**src/assert_macros.svh**
```systemverilog
// ----------------------------------------------------------------------------
// Assertion macros
// Shared concurrent assertion wrappers, clocked on clk and disabled in reset.
// ----------------------------------------------------------------------------
`ifndef ASSERT_MACROS_SVH
`define ASSERT_MACROS_SVH

// Property must hold at every clock edge outside reset
`define ASSERT_ALWAYS(label, prop, msg) \
  label: assert property (@(posedge clk) disable iff (rst) (prop)) else $error(msg);

// Antecedent implies consequent in the same cycle
`define ASSERT_IMPLIES(label, ante, cons, msg) \
  label: assert property (@(posedge clk) disable iff (rst) (ante) |-> (cons)) else $error(msg);

`endif

```
**src/dlfr_pkg.sv**
```systemverilog
// ----------------------------------------------------------------------------
// dlfr_pkg
// Constants and types of the start/length/end byte frame receiver.
// ----------------------------------------------------------------------------
package dlfr_pkg;

  localparam int MAX_DATA_BYTES = 6;
  localparam int OUT_FIELDS     = 6;
  localparam int BYTE_W         = 8;
  localparam int OUT_W          = OUT_FIELDS * BYTE_W;
  localparam int PHASE_W        = $clog2(MAX_DATA_BYTES + 3);

  localparam logic [BYTE_W-1:0] START_BYTE      = 8'hFF;
  localparam logic [BYTE_W-1:0] END_BYTE        = 8'hFE;
  localparam logic [BYTE_W-1:0] LEN_OFFSET      = 8'd2;
  localparam logic [BYTE_W-1:0] END_PHASE_RESET = 8'd6;

  // Phase codes: idle, length, first data slot, and the sticking phase
  localparam logic [PHASE_W-1:0] PHASE_IDLE  = PHASE_W'(0);
  localparam logic [PHASE_W-1:0] PHASE_LEN   = PHASE_W'(1);
  localparam logic [PHASE_W-1:0] PHASE_DATA0 = PHASE_W'(2);
  localparam logic [PHASE_W-1:0] PHASE_STICK = PHASE_W'(MAX_DATA_BYTES + 2);

  typedef logic [BYTE_W-1:0] data_t;

  // Parser result for one received byte
  typedef struct packed {
    logic             hit;
    logic [OUT_W-1:0] frame;
  } frame_res_t;

endpackage

```
**src/dlfr_parser.sv**
```systemverilog
// ----------------------------------------------------------------------------
// dlfr_parser
// Frame phase tracking, length capture and data byte storage.
// ----------------------------------------------------------------------------
`include "assert_macros.svh"

module dlfr_parser (
  input  logic                      clk,
  input  logic                      rst,
  input  logic                      fire,
  input  dlfr_pkg::data_t           rx_byte,
  output dlfr_pkg::frame_res_t      res
);

  logic [dlfr_pkg::PHASE_W-1:0]        phase;
  logic [dlfr_pkg::PHASE_W-1:0]        phase_mid;
  logic [dlfr_pkg::PHASE_W-1:0]        phase_next;
  dlfr_pkg::data_t                     end_phase;
  dlfr_pkg::data_t                     end_phase_next;
  dlfr_pkg::data_t                     held_bytes [dlfr_pkg::MAX_DATA_BYTES];
  logic [dlfr_pkg::MAX_DATA_BYTES-1:0] wr_en;
  logic                                is_end;
  logic [dlfr_pkg::OUT_W-1:0]          frame_bytes;

  // Decode the byte against the current phase
  always_comb begin
    is_end         = (rx_byte == dlfr_pkg::END_BYTE);
    res.hit        = is_end && (dlfr_pkg::BYTE_W'(phase) == end_phase);
    res.frame      = frame_bytes;
    phase_mid      = is_end ? dlfr_pkg::PHASE_IDLE : phase;
    phase_next     = phase_mid;
    end_phase_next = end_phase;
    wr_en          = '0;
    if (phase_mid == dlfr_pkg::PHASE_LEN) begin
      end_phase_next = rx_byte + dlfr_pkg::LEN_OFFSET;
      phase_next     = dlfr_pkg::PHASE_DATA0;
    end else if (phase_mid >= dlfr_pkg::PHASE_DATA0 &&
                 phase_mid <  dlfr_pkg::PHASE_STICK) begin
      phase_next = phase_mid + dlfr_pkg::PHASE_W'(1);
      for (int i = 0; i < dlfr_pkg::MAX_DATA_BYTES; i++) begin
        wr_en[i] = (phase_mid == dlfr_pkg::PHASE_W'(i + 2));
      end
    end
    if (rx_byte == dlfr_pkg::START_BYTE) begin
      phase_next = dlfr_pkg::PHASE_LEN;
    end
  end

  // Pack held bytes into the frame, zero past the stored slots
  for (genvar j = 0; j < dlfr_pkg::OUT_FIELDS; j++) begin : g_out
    if (j < dlfr_pkg::MAX_DATA_BYTES) begin : g_held
      assign frame_bytes[j*dlfr_pkg::BYTE_W +: dlfr_pkg::BYTE_W] = held_bytes[j];
    end else begin : g_zero
      assign frame_bytes[j*dlfr_pkg::BYTE_W +: dlfr_pkg::BYTE_W] = '0;
    end
  end

  // Advance state on each transfer
  always_ff @(posedge clk) begin
    if (rst) begin
      phase     <= dlfr_pkg::PHASE_IDLE;
      end_phase <= dlfr_pkg::END_PHASE_RESET;
      for (int i = 0; i < dlfr_pkg::MAX_DATA_BYTES; i++) begin
        held_bytes[i] <= '0;
      end
    end else if (fire) begin
      phase     <= phase_next;
      end_phase <= end_phase_next;
      for (int i = 0; i < dlfr_pkg::MAX_DATA_BYTES; i++) begin
        if (wr_en[i]) begin
          held_bytes[i] <= rx_byte;
        end
      end
    end
  end

  `ASSERT_ALWAYS(a_phase_range, phase <= dlfr_pkg::PHASE_STICK, "phase out of range")
  `ASSERT_ALWAYS(a_one_slot, $onehot0(wr_en), "more than one slot written")
  `ASSERT_IMPLIES(a_no_write_on_end, is_end, wr_en == '0, "end byte wrote a slot")

endmodule

```
**src/delimited_length_frame_receiver_core.sv**
```systemverilog
// A completed frame appears on the master side in the cycle after its end byte transfer.
// Throughput: one byte per cycle; the slave side stalls only while a result waits unread.
// The phase logic and the output register form the single pipeline step.
// Reset (rst, synchronous, active high): idle phase, end phase 6, held bytes zero, no result.
// ----------------------------------------------------------------------------
// delimited_length_frame_receiver_core
// Receives a byte stream and emits the held data bytes of each matched frame.
// ----------------------------------------------------------------------------
`include "assert_macros.svh"

module delimited_length_frame_receiver_core (
  input  logic                       clk,
  input  logic                       rst,
  input  logic                       s_axis_tvalid,
  output logic                       s_axis_tready,
  input  logic [7:0]                 s_axis_tdata,  // [7:0] rx_byte
  output logic                       m_axis_tvalid,
  input  logic                       m_axis_tready,
  output logic [dlfr_pkg::OUT_W-1:0] m_axis_tdata   // frame_byte_0 .. frame_byte_5, 8 bits each
);

  logic                 in_fire;
  dlfr_pkg::frame_res_t res;

  // Accept while the result register is empty or draining
  assign s_axis_tready = !m_axis_tvalid || m_axis_tready;
  assign in_fire       = s_axis_tvalid && s_axis_tready;

  dlfr_parser u_parser (
    .clk     (clk),
    .rst     (rst),
    .fire    (in_fire),
    .rx_byte (s_axis_tdata),
    .res     (res)
  );

  // Load a result on a matched end byte, drop it once taken
  always_ff @(posedge clk) begin
    if (rst) begin
      m_axis_tvalid <= 1'b0;
    end else if (in_fire && res.hit) begin
      m_axis_tvalid <= 1'b1;
    end else if (m_axis_tready) begin
      m_axis_tvalid <= 1'b0;
    end
  end

  always_ff @(posedge clk) begin
    if (in_fire && res.hit) begin
      m_axis_tdata <= res.frame;
    end
  end

  `ASSERT_ALWAYS(a_rise_after_in, $rose(m_axis_tvalid) |-> $past(in_fire && res.hit), "result without end byte")
  `ASSERT_IMPLIES(a_block_on_full, m_axis_tvalid && !m_axis_tready, !s_axis_tready, "input taken while result held")
  `ASSERT_ALWAYS(a_hit_loads, in_fire && res.hit |=> m_axis_tvalid, "matched frame lost")

endmodule
```
**config.mk**
```make
export PLATFORM = sky130hd
export DESIGN_NAME = delimited_length_frame_receiver_core
export DESIGN_NICKNAME = d
export VERILOG_FILES = /design/src/dlfr_pkg.sv /design/src/dlfr_parser.sv /design/src/delimited_length_frame_receiver_core.sv
export VERILOG_INCLUDE_DIRS = /design/src /design/src/src
export SDC_FILE = /design/constraint.sdc
export NUM_CORES = 1
export LEC_CHECK = 0
export ABC_AREA = 1
export BUFFER_PORTS_ARGS = -buffer_cell sky130_fd_sc_hd__buf_2
export CAP_MARGIN = 20
export CORE_MARGIN = 10
export CORE_UTILIZATION = 40
export CTS_BUF_LIST = sky130_fd_sc_hd__clkbuf_8
export CTS_CLUSTER_SIZE = 14
export DETAILED_ROUTE_END_ITERATION = 6
export PLACE_DENSITY_LB_ADDON = 0.1
export SETUP_SLACK_MARGIN = 0.02
export SYNTH_ARGS = -nofsm -noshare
export SYNTH_HDL_FRONTEND = slang
export SYNTH_SLANG_ARGS = --single-unit
```
**constraint.sdc**
```tcl
create_clock -name clk -period 3.5 [get_ports clk]
set_input_delay 0.525 -clock clk [delete_from_list [all_inputs] [get_ports clk]]
set_output_delay 0.525 -clock clk [all_outputs]
set_load 0.02 [all_outputs]
```
Word-level counts from Yosys, hierarchy flattened
Memory sizes are Yosys's and may differ from the RTL's. A register that Yosys moved wholly into a read port is not among the register bits. Cells that the tools add are included.

Bitwise logic cells: 6. Magnitude comparators: 2. Div/mod/pow operators: 0. $add $sub $neg: 2. Reduce and logical (&&, ||, !) cells: 8. Shift-type cells: 0. Eq/ne operators: 10. Mux-type cells: 40. Multiply operators: 0.

Operator list (number): 8-bit 2-to-1 mux (6); 1-bit 2-to-1 mux (28); 4-bit by 3-bit equality test with 1-bit output (second input constant) (4); 8-bit equality test (second input constant) (2); 4-bit 2-to-1 mux (4); 6-bit 2-to-1 mux (2); 8-bit by 2-bit adder with 8-bit output (second input constant) (1); 4-bit by 2-bit equality test with 1-bit output (second input constant) (2); 4-bit by 8-bit equality test with 1-bit output (1); 1-bit bitwise OR (6); 4-bit by 1-bit adder with 4-bit output (second input constant) (1); 4-bit by 1-bit equality test with 1-bit output (second input constant) (1); 4-bit by 2-bit greater-or-equal comparator with 1-bit output (second input constant) (1); 1-bit logical AND (4); 4-bit < comparator (second input constant) (1); 2-bit AND reduction (1); 2-bit nonzero test (1); 1-bit zero test (1); 1-bit logical OR (1).

Word-level logic and storage cells: 72. Bits in registers: 13. Bits in latches: 0. Input bits: 12. RAM bits: 48. Memories: 1. ROM bits: 0. Output and inout port bits: 50.

Memories: u_parser.held_bytes (words 6, bits a word 8, rd ports 6, clocked after memory_dff 6, write ports 6, line dlfr_parser.sv:20) `dlfr_pkg::data_t held_bytes [dlfr_pkg::MAX_DATA_BYTES];`.

Longest topological paths before layout
Gate-level depths: netlist of run 1.

Word-level depth: 11. Gate-level depth with buffers: 15. Gate-level depth less buffers: 13.

Cells and area by module
A second synthesis of run 1 with hierarchy kept.

Cell total of the unflattened synthesis: 293. Area total of the unflattened synthesis: 4121.5 µm².

Modules (own cells, without submodules): dlfr_parser (sequential area each 1681.6 µm², area each 2605.0 µm², instances 1, cells each 233); delimited_length_frame_receiver_core (sequential area each 1461.4 µm², area each 1516.5 µm², instances 1, cells each 60).

Worst setup path after synthesis of run 1
Ideal clock, no wire load.

Path kind: input port to flip-flop. From: in s_axis_tdata[0]. To: mem u_parser.held_bytes[0][10] (netlist bit) (enable). Arrival: 2.262 ns. Data required time: 3.116 ns. Cell stages on the path: 11. Slack: 0.854 ns. Setup time: 0.384 ns. Cell sequence: inv_2 > nand2_1 > nor2_2 > nand2_2 > buf_6 > nand2_1 > inv_2 > ha_1 > nand2_1 > nand2_1 > o21ai_0.

RTL lines: start, declared (line delimited_length_frame_receiver_core.sv:16) `input logic [7:0] s_axis_tdata,`; end, declared (line dlfr_parser.sv:20).

==> impl_metrics.yaml, run 1 <==
sta:
  relSlewSlack: 0.5800
  tns_ps: 0
  hold_viol_final: 0
  setup-violations-final: 0
  min_period_ps: 2338
  finalHoldWorstSlack_ps: 424.3
  worst_slew_pin_slew_ps: 630.0
  fin_worst_skew_ps: 8.670
  slew_violations: 0
  final.period_utilization: 0.6680
  max_freq_ghz: 0.4277
  rsz0062_at_grt: "false"
grt:
  antenna_found_initial: 0
  grt_pass1_vias: 2275
  overflow: 0
  grt_usage: 0.1043
  grt_max_degree: 49
  grt_first_pass_wirelength_mm: 12.05
cells_and_area:
  layout_common_cells: "edfxtp_1, buf_2, nor2_1"
  fin_cells: 497
  nNetsFinal: 374
  fillers: 961
  final_util: 0.4715
  antennaDiodeCount: 0
  final_common_cell: "edfxtp_1"
  area_delta_synth_final_pct: 15.34
  drive_above_1_share: 0.3213
cts:
  cts.hold.buffers_added: 0
  clock_latency_ps: 360
  cts_root_buf: "clkbuf_8"
  htreeDepth: 3
  cts_buffers: 9
  clk_pin_slew_ps: 100
  post_cts_resized: 0
  tritoncts: "built"
  clkSinkCount: 109
  postCtsSetupBuffers: 0
  clock_path_buffers: 2
floorplanning:
  fp.dieW_um: 122.5
  placementRows: 37
  core_area_um2: 10280
  num_io_pins: 62
  die_y_um: 122.5
  start_util: 0.4088
  dieArea_um2: 15000
job:
  drv_cap: 0
setup_path:
  cp_max_fo: 11
  critPathArrivalTime_ps: 2380
  reg2reg_from: "u_parser.phase[3]"
  path_class: "in -> reg"
  worstSetupEndpointType: "flop"
  rr_endpoint: "m_axis_tdata[6]"
  cp.required_ps: 3540
  worstSetupStartpointType: "input port"
  reg2reg_slack_ps: 1400
  reg2regPathDepth: 5
synthesis:
  synth_top_area_frac: 0.6861
  synth_area_leaders: "edfxtp_1, dfxtp_1, nor2_1, nand2_1, nand4_4"
  yosys_warnings: 0
  synthAdderAreaFrac: 0.01489
  ys_seq_elements: 109
  yosys.area_share.simple: 0.1534
  synth_xor_area_frac: 0.01876
  synth_top_family_by_area: "simple AND/OR/NAND/NOR gates"
  ys_types: 33
  synth_top_cell_by_area: "edfxtp_1"
  synthArstFlopShare: 0
  synth_seq_area_share: 0.7481
  synth_cells: 290
  ys.flop_type: "edfxtp_1"
  avgSynthCellArea_um2: 14.49
  synth_compound_area_frac: 0.03574
  muxShareOfSynthArea: 0
  syn_area_um2: 4202
  syn_nets: 307
  synth_edf_count: 96
routing:
  drt-pass1-iter-count: 5
  drc: 0
  vias: 2307
  via_per_inst: 4.642
  wirelength_mm: 7.665
  drtAntennaViolNets: 0
  drt_iter0_markers: 139
  routedWlPerCell_um: 15.42
min_path:
  min_to: "m_axis_tdata[26]"
  holdPathStages: 0
  hp-class: "reg -> reg"
  min_from: "u_parser.held_bytes[0][26]"
power:
  power.switching_w: 0.0004969
  p_per_area_nw_per_um2: 472.0
  p_leak_nw: 1.846
  max-vdd-ir-drop_uv: 196.7
  seq_power_share: 0.630
  pwr-share-clk: 0.329
  intPower_w: 0.001790
  comb_power_share: 0.040
  p_sw_frac: 0.2172
placed_design:
  port_buffers: 61
  dp_cells: 482
  hpwl_mm: 5.309
  gp_congestion: 0.9193
run_status:
  status: "complete, no violations"
## per-stage QoR
step	total power, W	instance area, um^2	worst slack (ps)
after floorplan	0.001531	4202	853.9
after global placement	0.001565	4651	841.9
after detailed placement	0.001565	4651	762.6
after CTS	0.002311	4846	1162
after global routing	0.002379	4846	959.1
final	0.002287	4846	1162
## synthesized netlist by cell type (2+ instances only)
cell type / number
dfxtp_1: 13
nand2_2: 3
a21oi_1: 9
a211oi_2: 3
inv_2: 6
inv_1: 14
nand3_1: 10
buf_2: 3
xnor2_1: 2
nand2_1: 27
xor2_1: 7
o21ai_0: 7
ha_1: 5
nand4_4: 4
nand3_2: 2
nor2_2: 11
nor2_1: 48
nand2_4: 3
edfxtp_1: 96
clkbuf_1: 2
o211ai_1: 2
nor3_1: 2
## flip-flops by register name, indices dropped and copies added (netlist names)
signal,cells
u_parser.phase,4
m_axis_tdata,48
u_parser.held_bytes,48
u_parser.end_phase,8
m_axis_tvalid,1
## logic make-up (layout without fill, tap and decap cells)
family	count (synthesis)	count (layout)
simple gates	116	116
flops	109	109
buf+inv	28	99
compound gates	23	23
xor+xnor	9	9
fa+ha+maj	5	5
## layer usage
layer  vias up  wire length [um]  global-route usage  part of all wire
met5         -                 0                   0                 0
met2        71              3675              0.1669              0.48
li1       1144                 -                   -                 -
met3        12               540             0.03214             0.070
met4         0               221             0.04566             0.029
met1      1080              3227              0.1279              0.42
## worst max-delay path, cell delays in order
cell and delay [ps]:
buf_2 100, inv_2 160, nand2_1 90, nor2_2 90, nand2_2 210, nand2_1 250, inv_2 70, ha_1 190
nand2_1 110, nand2_1 160, inv_2 100, nand2_1 50, nand2_1 250
## power by group through the flow
stage          logic [W]  clock network, W  registers, W
4_1_cts        0.0000939          0.000775       0.00144
2_1_floorplan  0.0000637                 0       0.00147
3_3_place_gp   0.0000925                 0       0.00147
5_1_grt         0.000102          0.000832       0.00145
3_5_place_dp   0.0000933                 0       0.00147
6_report       0.0000921          0.000753       0.00144
## final cells by class
class	count	area (um^2)	area share
flip-flops and latches	109	3143	0.6486
multi-input cells	153	935.9	0.1931
repair buffers	63	320.3	0.06610
well taps	136	170.2	0.03511
clock buffers	9	123.9	0.02556
inverters	21	81.33	0.01678
clock inverters	6	71.32	0.01472
## how the worst max path moves through the flow
| stage | cells after the start | slack, ps | endpoint | from |
|---|---|---|---|---|
| 3_3_place_gp | 13 | 840 | u_parser.held_bytes[0][7] | s_axis_tdata[0] |
| 2_1_floorplan | 11 | 850 | u_parser.held_bytes[0][10] | s_axis_tdata[0] |
| 4_1_cts | 13 | 1160 | u_parser.held_bytes[0][1] | s_axis_tdata[0] |
| 6_report | 13 | 1160 | u_parser.held_bytes[0][1] | s_axis_tdata[0] |
| 3_5_place_dp | 13 | 760 | u_parser.held_bytes[0][5] | s_axis_tdata[0] |
| 5_1_grt | 13 | 960 | u_parser.held_bytes[0][2] | s_axis_tdata[0] |
No activity file was read; power rests on OpenSTA's default activity.
==> run 2: changes to the inputs <==
==> constraint.sdc (replaced) <==
create_clock -name clk -period 1.9 [get_ports clk]
set_input_delay 0.285 -clock clk [delete_from_list [all_inputs] [get_ports clk]]
set_output_delay 0.285 -clock clk [all_outputs]
set_load 0.02 [all_outputs]
==> run 2 against run 1 <==
Against the previous run:
- global-route usage is 0.70 points higher
- critical path depth decreased by 8
- sequential share of layout area down 2.8 points
- routed wire length increased by 3.0%
- register-to-register slack got worse by 1200 ps
- sequential cell count unchanged
- worst setup slack got worse by 960 ps
==> impl_metrics.yaml, run 2 (same netlist as run 1, synthesis figures left out) <==
sta:
  worst_slack_ps: 202.7
  min_period_ps: 1697
  fin_worst_skew_ps: 10.66
  max_freq_ghz: 0.5892
  slew_violations: 0
  final.period_utilization: 0.8933
  worst_slew_pin_slew_ps: 395.6
  hold_viol_final: 0
  setup-violations-final: 0
  tns_ps: 0
  relSlewSlack: 0.7360
  finalHoldWorstSlack_ps: 202.7
  rsz0062_at_grt: "false"
grt:
  grt_pass1_vias: 2304
  antenna_found_initial: 0
  overflow: 0
  grt_max_degree: 33
  grt_usage: 0.1113
  grt_first_pass_wirelength_mm: 12.50
routing:
  via_per_inst: 4.512
  drc: 0
  wirelength_mm: 7.895
  vias: 2337
  drt_iter0_markers: 162
  drtAntennaViolNets: 0
  routedWlPerCell_um: 15.24
  drt-pass1-iter-count: 4
setup_path:
  critPathArrivalTime_ps: 1750
  path_class: "reg -> reg"
  worstSetupEndpointType: "flop"
  cp_max_fo: 8
  cp.required_ps: 1950
  worstSetupStartpointType: "flop"
run_status:
  status: "complete, no violations"
power:
  p_per_area_nw_per_um2: 812.4
  p_leak_nw: 1.955
  max-vdd-ir-drop_uv: 313.5
cts:
  clock_latency_ps: 370
  cts_buffers: 9
  cts_root_buf: "clkbuf_8"
  clkSinkCount: 109
  post_cts_resized: 0
  tritoncts: "built"
  clk_pin_slew_ps: 100
  htreeDepth: 3
  clock_path_buffers: 2
  postCtsSetupBuffers: 0
  cts.hold.buffers_added: 0
placed_design:
  port_buffers: 61
  gp_congestion: 0.7828
  dp_cells: 503
  hpwl_mm: 5.635
  place_worst_setup_slack_ps: -31.59
floorplanning:
  core_area_um2: 10280
  dieArea_um2: 15000
  num_io_pins: 62
  start_util: 0.4088
  placementRows: 37
  die_y_um: 122.5
  fp.dieW_um: 122.5
min_path:
  hp-class: "in -> reg"
cells_and_area:
  nNetsFinal: 395
  layout_common_cells: "edfxtp_1, buf_2, nor2_1"
  area_delta_synth_final_pct: 20.61
  fin_cells: 518
  largest_registers: "m_axis_tdata: 48 flops, u_parser.held_bytes: 48 flops, u_parser.end_phase: 8 flops"
  drive_above_1_share: 0.3848
  antennaDiodeCount: 0
  final_common_cell: "edfxtp_1"
job:
  drv_cap: 0
==> run 2: through the flow <==
| step | area, um^2 | total power (W) | util |
|---|---|---|---|
| 2_1_floorplan | 4274 | 0.002828 | - |
| 3_3_place_gp | 4896 | 0.002923 | 0.4764 |
| 3_5_place_dp | 4896 | 0.002924 | 0.4764 |
| 4_1_cts | 5067 | 0.004162 | 0.4931 |
| 5_1_grt | 5067 | 0.004271 | 0.4931 |
| 6_report | 5067 | 0.004117 | 0.4931 |
==> run 2: final timing paths <==
check / start / end / slack [ps] / cells after the start
setup / recovery: u_parser.phase[0] / u_parser.held_bytes[0][10] / 200 / 5
hold / removal: m_axis_tready / m_axis_tvalid / 200 / 4
setup reg to reg: u_parser.phase[0] / u_parser.held_bytes[0][10] / 200 / 5
hold reg to reg: u_parser.held_bytes[0][16] / m_axis_tdata[16] / 420 / 0
==> run 2: routing by layer <==
layer,global-route usage,vias to the layer above,share of wire
li1,-,1189,-
met1,0.1326,1090,0.43
met3,0.04086,8,0.066
met5,0,-,0
met2,0.1830,50,0.49
met4,0.03756,0,0.013
==> run 2: where the power goes <==
| group | internal, W | switching (W) | total [W] |
|---|---|---|---|
| Clock | 0.000480 | 0.000771 | 0.00125 |
| Combinational | 0.0000689 | 0.000140 | 0.000209 |
| Sequential | 0.00264 | 0.0000189 | 0.00266 |
==> run 2: critical path, cell delays in order, from the launching register on <==
cell	delay (ps)
dfxtp_1	430
nand2_1	110
inv_2	80
ha_1	280
nand4_4	170
o21ai_4	320
==> run 2: final cells by class <==
class	count	area (um^2)
clock buffer	9	123.9
tap	136	170.2
timing repair buffer	84	515.5
multi-input combinational	153	974.7
inverter	21	90.09
sequential	109	3146
fill	926	5210
clock inverter	6	47.55
==> run 3: changes to the inputs <==
--- a/config.mk
+++ b/config.mk
@@ -18,4 +18,5 @@
 export SETUP_SLACK_MARGIN = 0.02
 export SYNTH_ARGS = -nofsm -noshare
 export SYNTH_HDL_FRONTEND = slang
+export SYNTH_HIERARCHICAL = 1
 export SYNTH_SLANG_ARGS = --single-unit
==> run 3 against run 2 <==
Against the previous run:
- clock power about the same
- global-route usage up 0.55 points
- worst setup slack worse by 110 ps
- via count up 5.2%
- critical endpoint is now m_axis_tdata[37]
==> impl_metrics.yaml, run 3 <==
cells_and_area:
  final_common_cell: "edfxtp_1"
  drive_above_1_share: 0.3932
  nNetsFinal: 424
  antennaDiodeCount: 0
  largest_registers: "m_axis_tdata: 48 flops, u_parser/held_bytes: 48 flops, u_parser/end_phase: 8 flops"
  final_util: 0.5336
  fillers: 885
  area_delta_synth_final_pct: 28.29
  layout_common_cells: "edfxtp_1, buf_2, nor2_1"
  stdcell_area_um2: 5288
  fin_cells: 545
min_path:
  hp-class: "in -> reg"
placed_design:
  hpwl_mm: 5.803
  gp_congestion: 0.8767
  placed_cell_area_um2: 4971
  dp_cells: 523
  port_buffers: 61
synthesis:
  ys.flop_type: "edfxtp_1"
  muxShareOfSynthArea: 0
  synth_seq_area_share: 0.7626
  synth_edf_count: 96
  synthTopCellsByCount: "edfxtp_1, nor2_1, nand2_1, inv_1, dfxtp_1"
  synth_xor_area_frac: 0.01913
  yosys_warnings: 6
  synth_compound_area_frac: 0.03522
  synth_area_leaders: "edfxtp_1, dfxtp_1, nor2_1, nand2_1, inv_1"
  avgSynthCellArea_um2: 14.07
  synth_top_area_frac: 0.6995
  yosys.area_share.simple: 0.1366
  yosysMostFrequentCell: "edfxtp_1"
  synth_top_cell_by_area: "edfxtp_1"
  synthArstFlopShare: 0
  syn_nets: 310
  synth_top_family_by_area: "simple AND/OR/NAND/NOR gates"
  syn_area_um2: 4121
  synthAdderAreaFrac: 0.01518
  ys_seq_elements: 109
  synth_cells: 293
  ys_types: 30
grt:
  antenna_found_initial: 0
  grt_max_degree: 20
  grt_first_pass_wirelength_mm: 13.30
  grt_pass1_vias: 2460
  grt_usage: 0.1168
  overflow: 0
power:
  max-vdd-ir-drop_uv: 478.9
  total_power_w: 0.004189
  p_leak_nw: 2.128
  p_per_area_nw_per_um2: 792.3
routing:
  drtAntennaViolNets: 0
  drc: 0
  vias: 2458
  wirelength_mm: 8.384
  routedWlPerCell_um: 15.38
  drt-pass1-iter-count: 4
  drt_iter0_markers: 140
  via_per_inst: 4.510
job:
  drv_cap: 0
setup_path:
  crit_path_top_delay_cell: "dfxtp_2"
  path_cells: "nor4_4, nand3_1, nor4_1, inv_1, nor3_4, buf_6, buf_12"
  reg2reg_slack_ps: 90
  worstSetupEndpointType: "flop"
  cp.required_ps: 1980
  cp_top_family: "simple AND/OR/NAND/NOR gates"
  path_class: "reg -> reg"
  crit_buf_inv: 3
  critPathArrivalTime_ps: 1890
  worstSetupStartpointType: "flop"
  cp_max_fo: 10
  critPathMaxStageDelay_ps: 350
sta:
  slew_violations: 0
  finalHoldWorstSlack_ps: 240.4
  setup-violations-final: 0
  min_period_ps: 1811
  relSlewSlack: 0.6983
  final.period_utilization: 0.9530
  hold_viol_final: 0
  max_freq_ghz: 0.5523
  rsz0062_at_grt: "true"
  fin_worst_skew_ps: 17.48
  worst_slew_pin_slew_ps: 452.1
cts:
  cts.hold.buffers_added: 0
  tritoncts: "built"
  cts_root_buf: "clkbuf_8"
  cts_buffers: 9
  clk_pin_slew_ps: 110
  clock_latency_ps: 360
  htreeDepth: 3
  clock_path_buffers: 2
  clkSinkCount: 109
floorplanning:
  num_io_pins: 62
  start_util: 0.4159
  dieArea_um2: 14760
  placementRows: 36
  fp.dieW_um: 121.5
  die_y_um: 121.5
  core_area_um2: 9910
run_status:
  status: "complete, no violations"
run 3: cell types whose count changed after synthesis, sizes merged, moves of 3 or more:
cell	before	now
nor2	61	55
inv	21	24
a211oi	3	0
a21oi	9	12
buf	5	2
o21ai	8	11
run 3: path summary, 6_finish.rpt:
path / startpoint / cells after the start / endpoint
max reg2reg: u_parser/end_phase[7] / 7 / m_axis_tdata[37]
min: s_axis_tdata[1] / 3 / u_parser/end_phase[1]
min reg2reg: u_parser/held_bytes[1][5] / 0 / m_axis_tdata[13]
max: u_parser/end_phase[7] / 7 / m_axis_tdata[37]
run 3: metal layers:
layer | up-vias | routed length [um] | part of all wire | GRT usage
met1 | 1143 | 3718 | 0.44 | 0.1407
met3 | 10 | 456 | 0.054 | 0.03583
met2 | 59 | 4055 | 0.48 | 0.1918
met5 | - | 0 | 0 | 0
li1 | 1246 | - | - | -
met4 | 0 | 154 | 0.018 | 0.04620
run 3: where the power goes:
| group | total (W) | internal (W) | switching [W] |
|---|---|---|---|
| Combinational | 0.000252 | 0.000104 | 0.000148 |
| Sequential | 0.00266 | 0.00264 | 0.0000208 |
| Clock | 0.00128 | 0.000495 | 0.000783 |
| Total | 0.00419 | 0.00324 | 0.000951 |
run 3: per-stage QoR:
stage,setup TNS [ps],worst slack [ps]
2_1_floorplan,-41250,-685.3
3_3_place_gp,-3629,-148.5
3_5_place_dp,-5463,-180.2
4_1_cts,0,21.19
5_1_grt,-602.1,-23.54
6_report,0,89.27
run 3: layout make-up:
| cell class | instances | area, um^2 | area share |
|---|---|---|---|
| clock buffers | 9 | 123.9 | 0.02343 |
| clock inverters | 7 | 58.81 | 0.01112 |
| inverters | 25 | 93.84 | 0.01775 |
| multi-input cells | 154 | 924.6 | 0.1749 |
| flip-flops and latches | 109 | 3146 | 0.5949 |
| well taps | 133 | 166.4 | 0.03147 |
| repair buffers | 108 | 774.5 | 0.1465 |
run 3: what timing repair did:
item	CTS	global route
setup buffers	2	0
gates resized for setup	3	7
cloned	1	3
pin swaps	2	2
endpoints found under the setup margin	44	72
run 3: logic make-up (layout without fill, tap and decap cells):
logic type               Yosys count  in the layout
buffers and inverters             30            149
AO/OA/AOI/OAI                     26             26
XOR/XNOR                           9              9
adder cells (fa/ha/maj)            5              5
AND/OR/NAND/NOR                  114            114
flip-flops                       109            109
run 3: tightest hold or removal path, cell delays in order:
cell and delay, ps:
buf_2 90, buf_4 110, o21ai_0 70
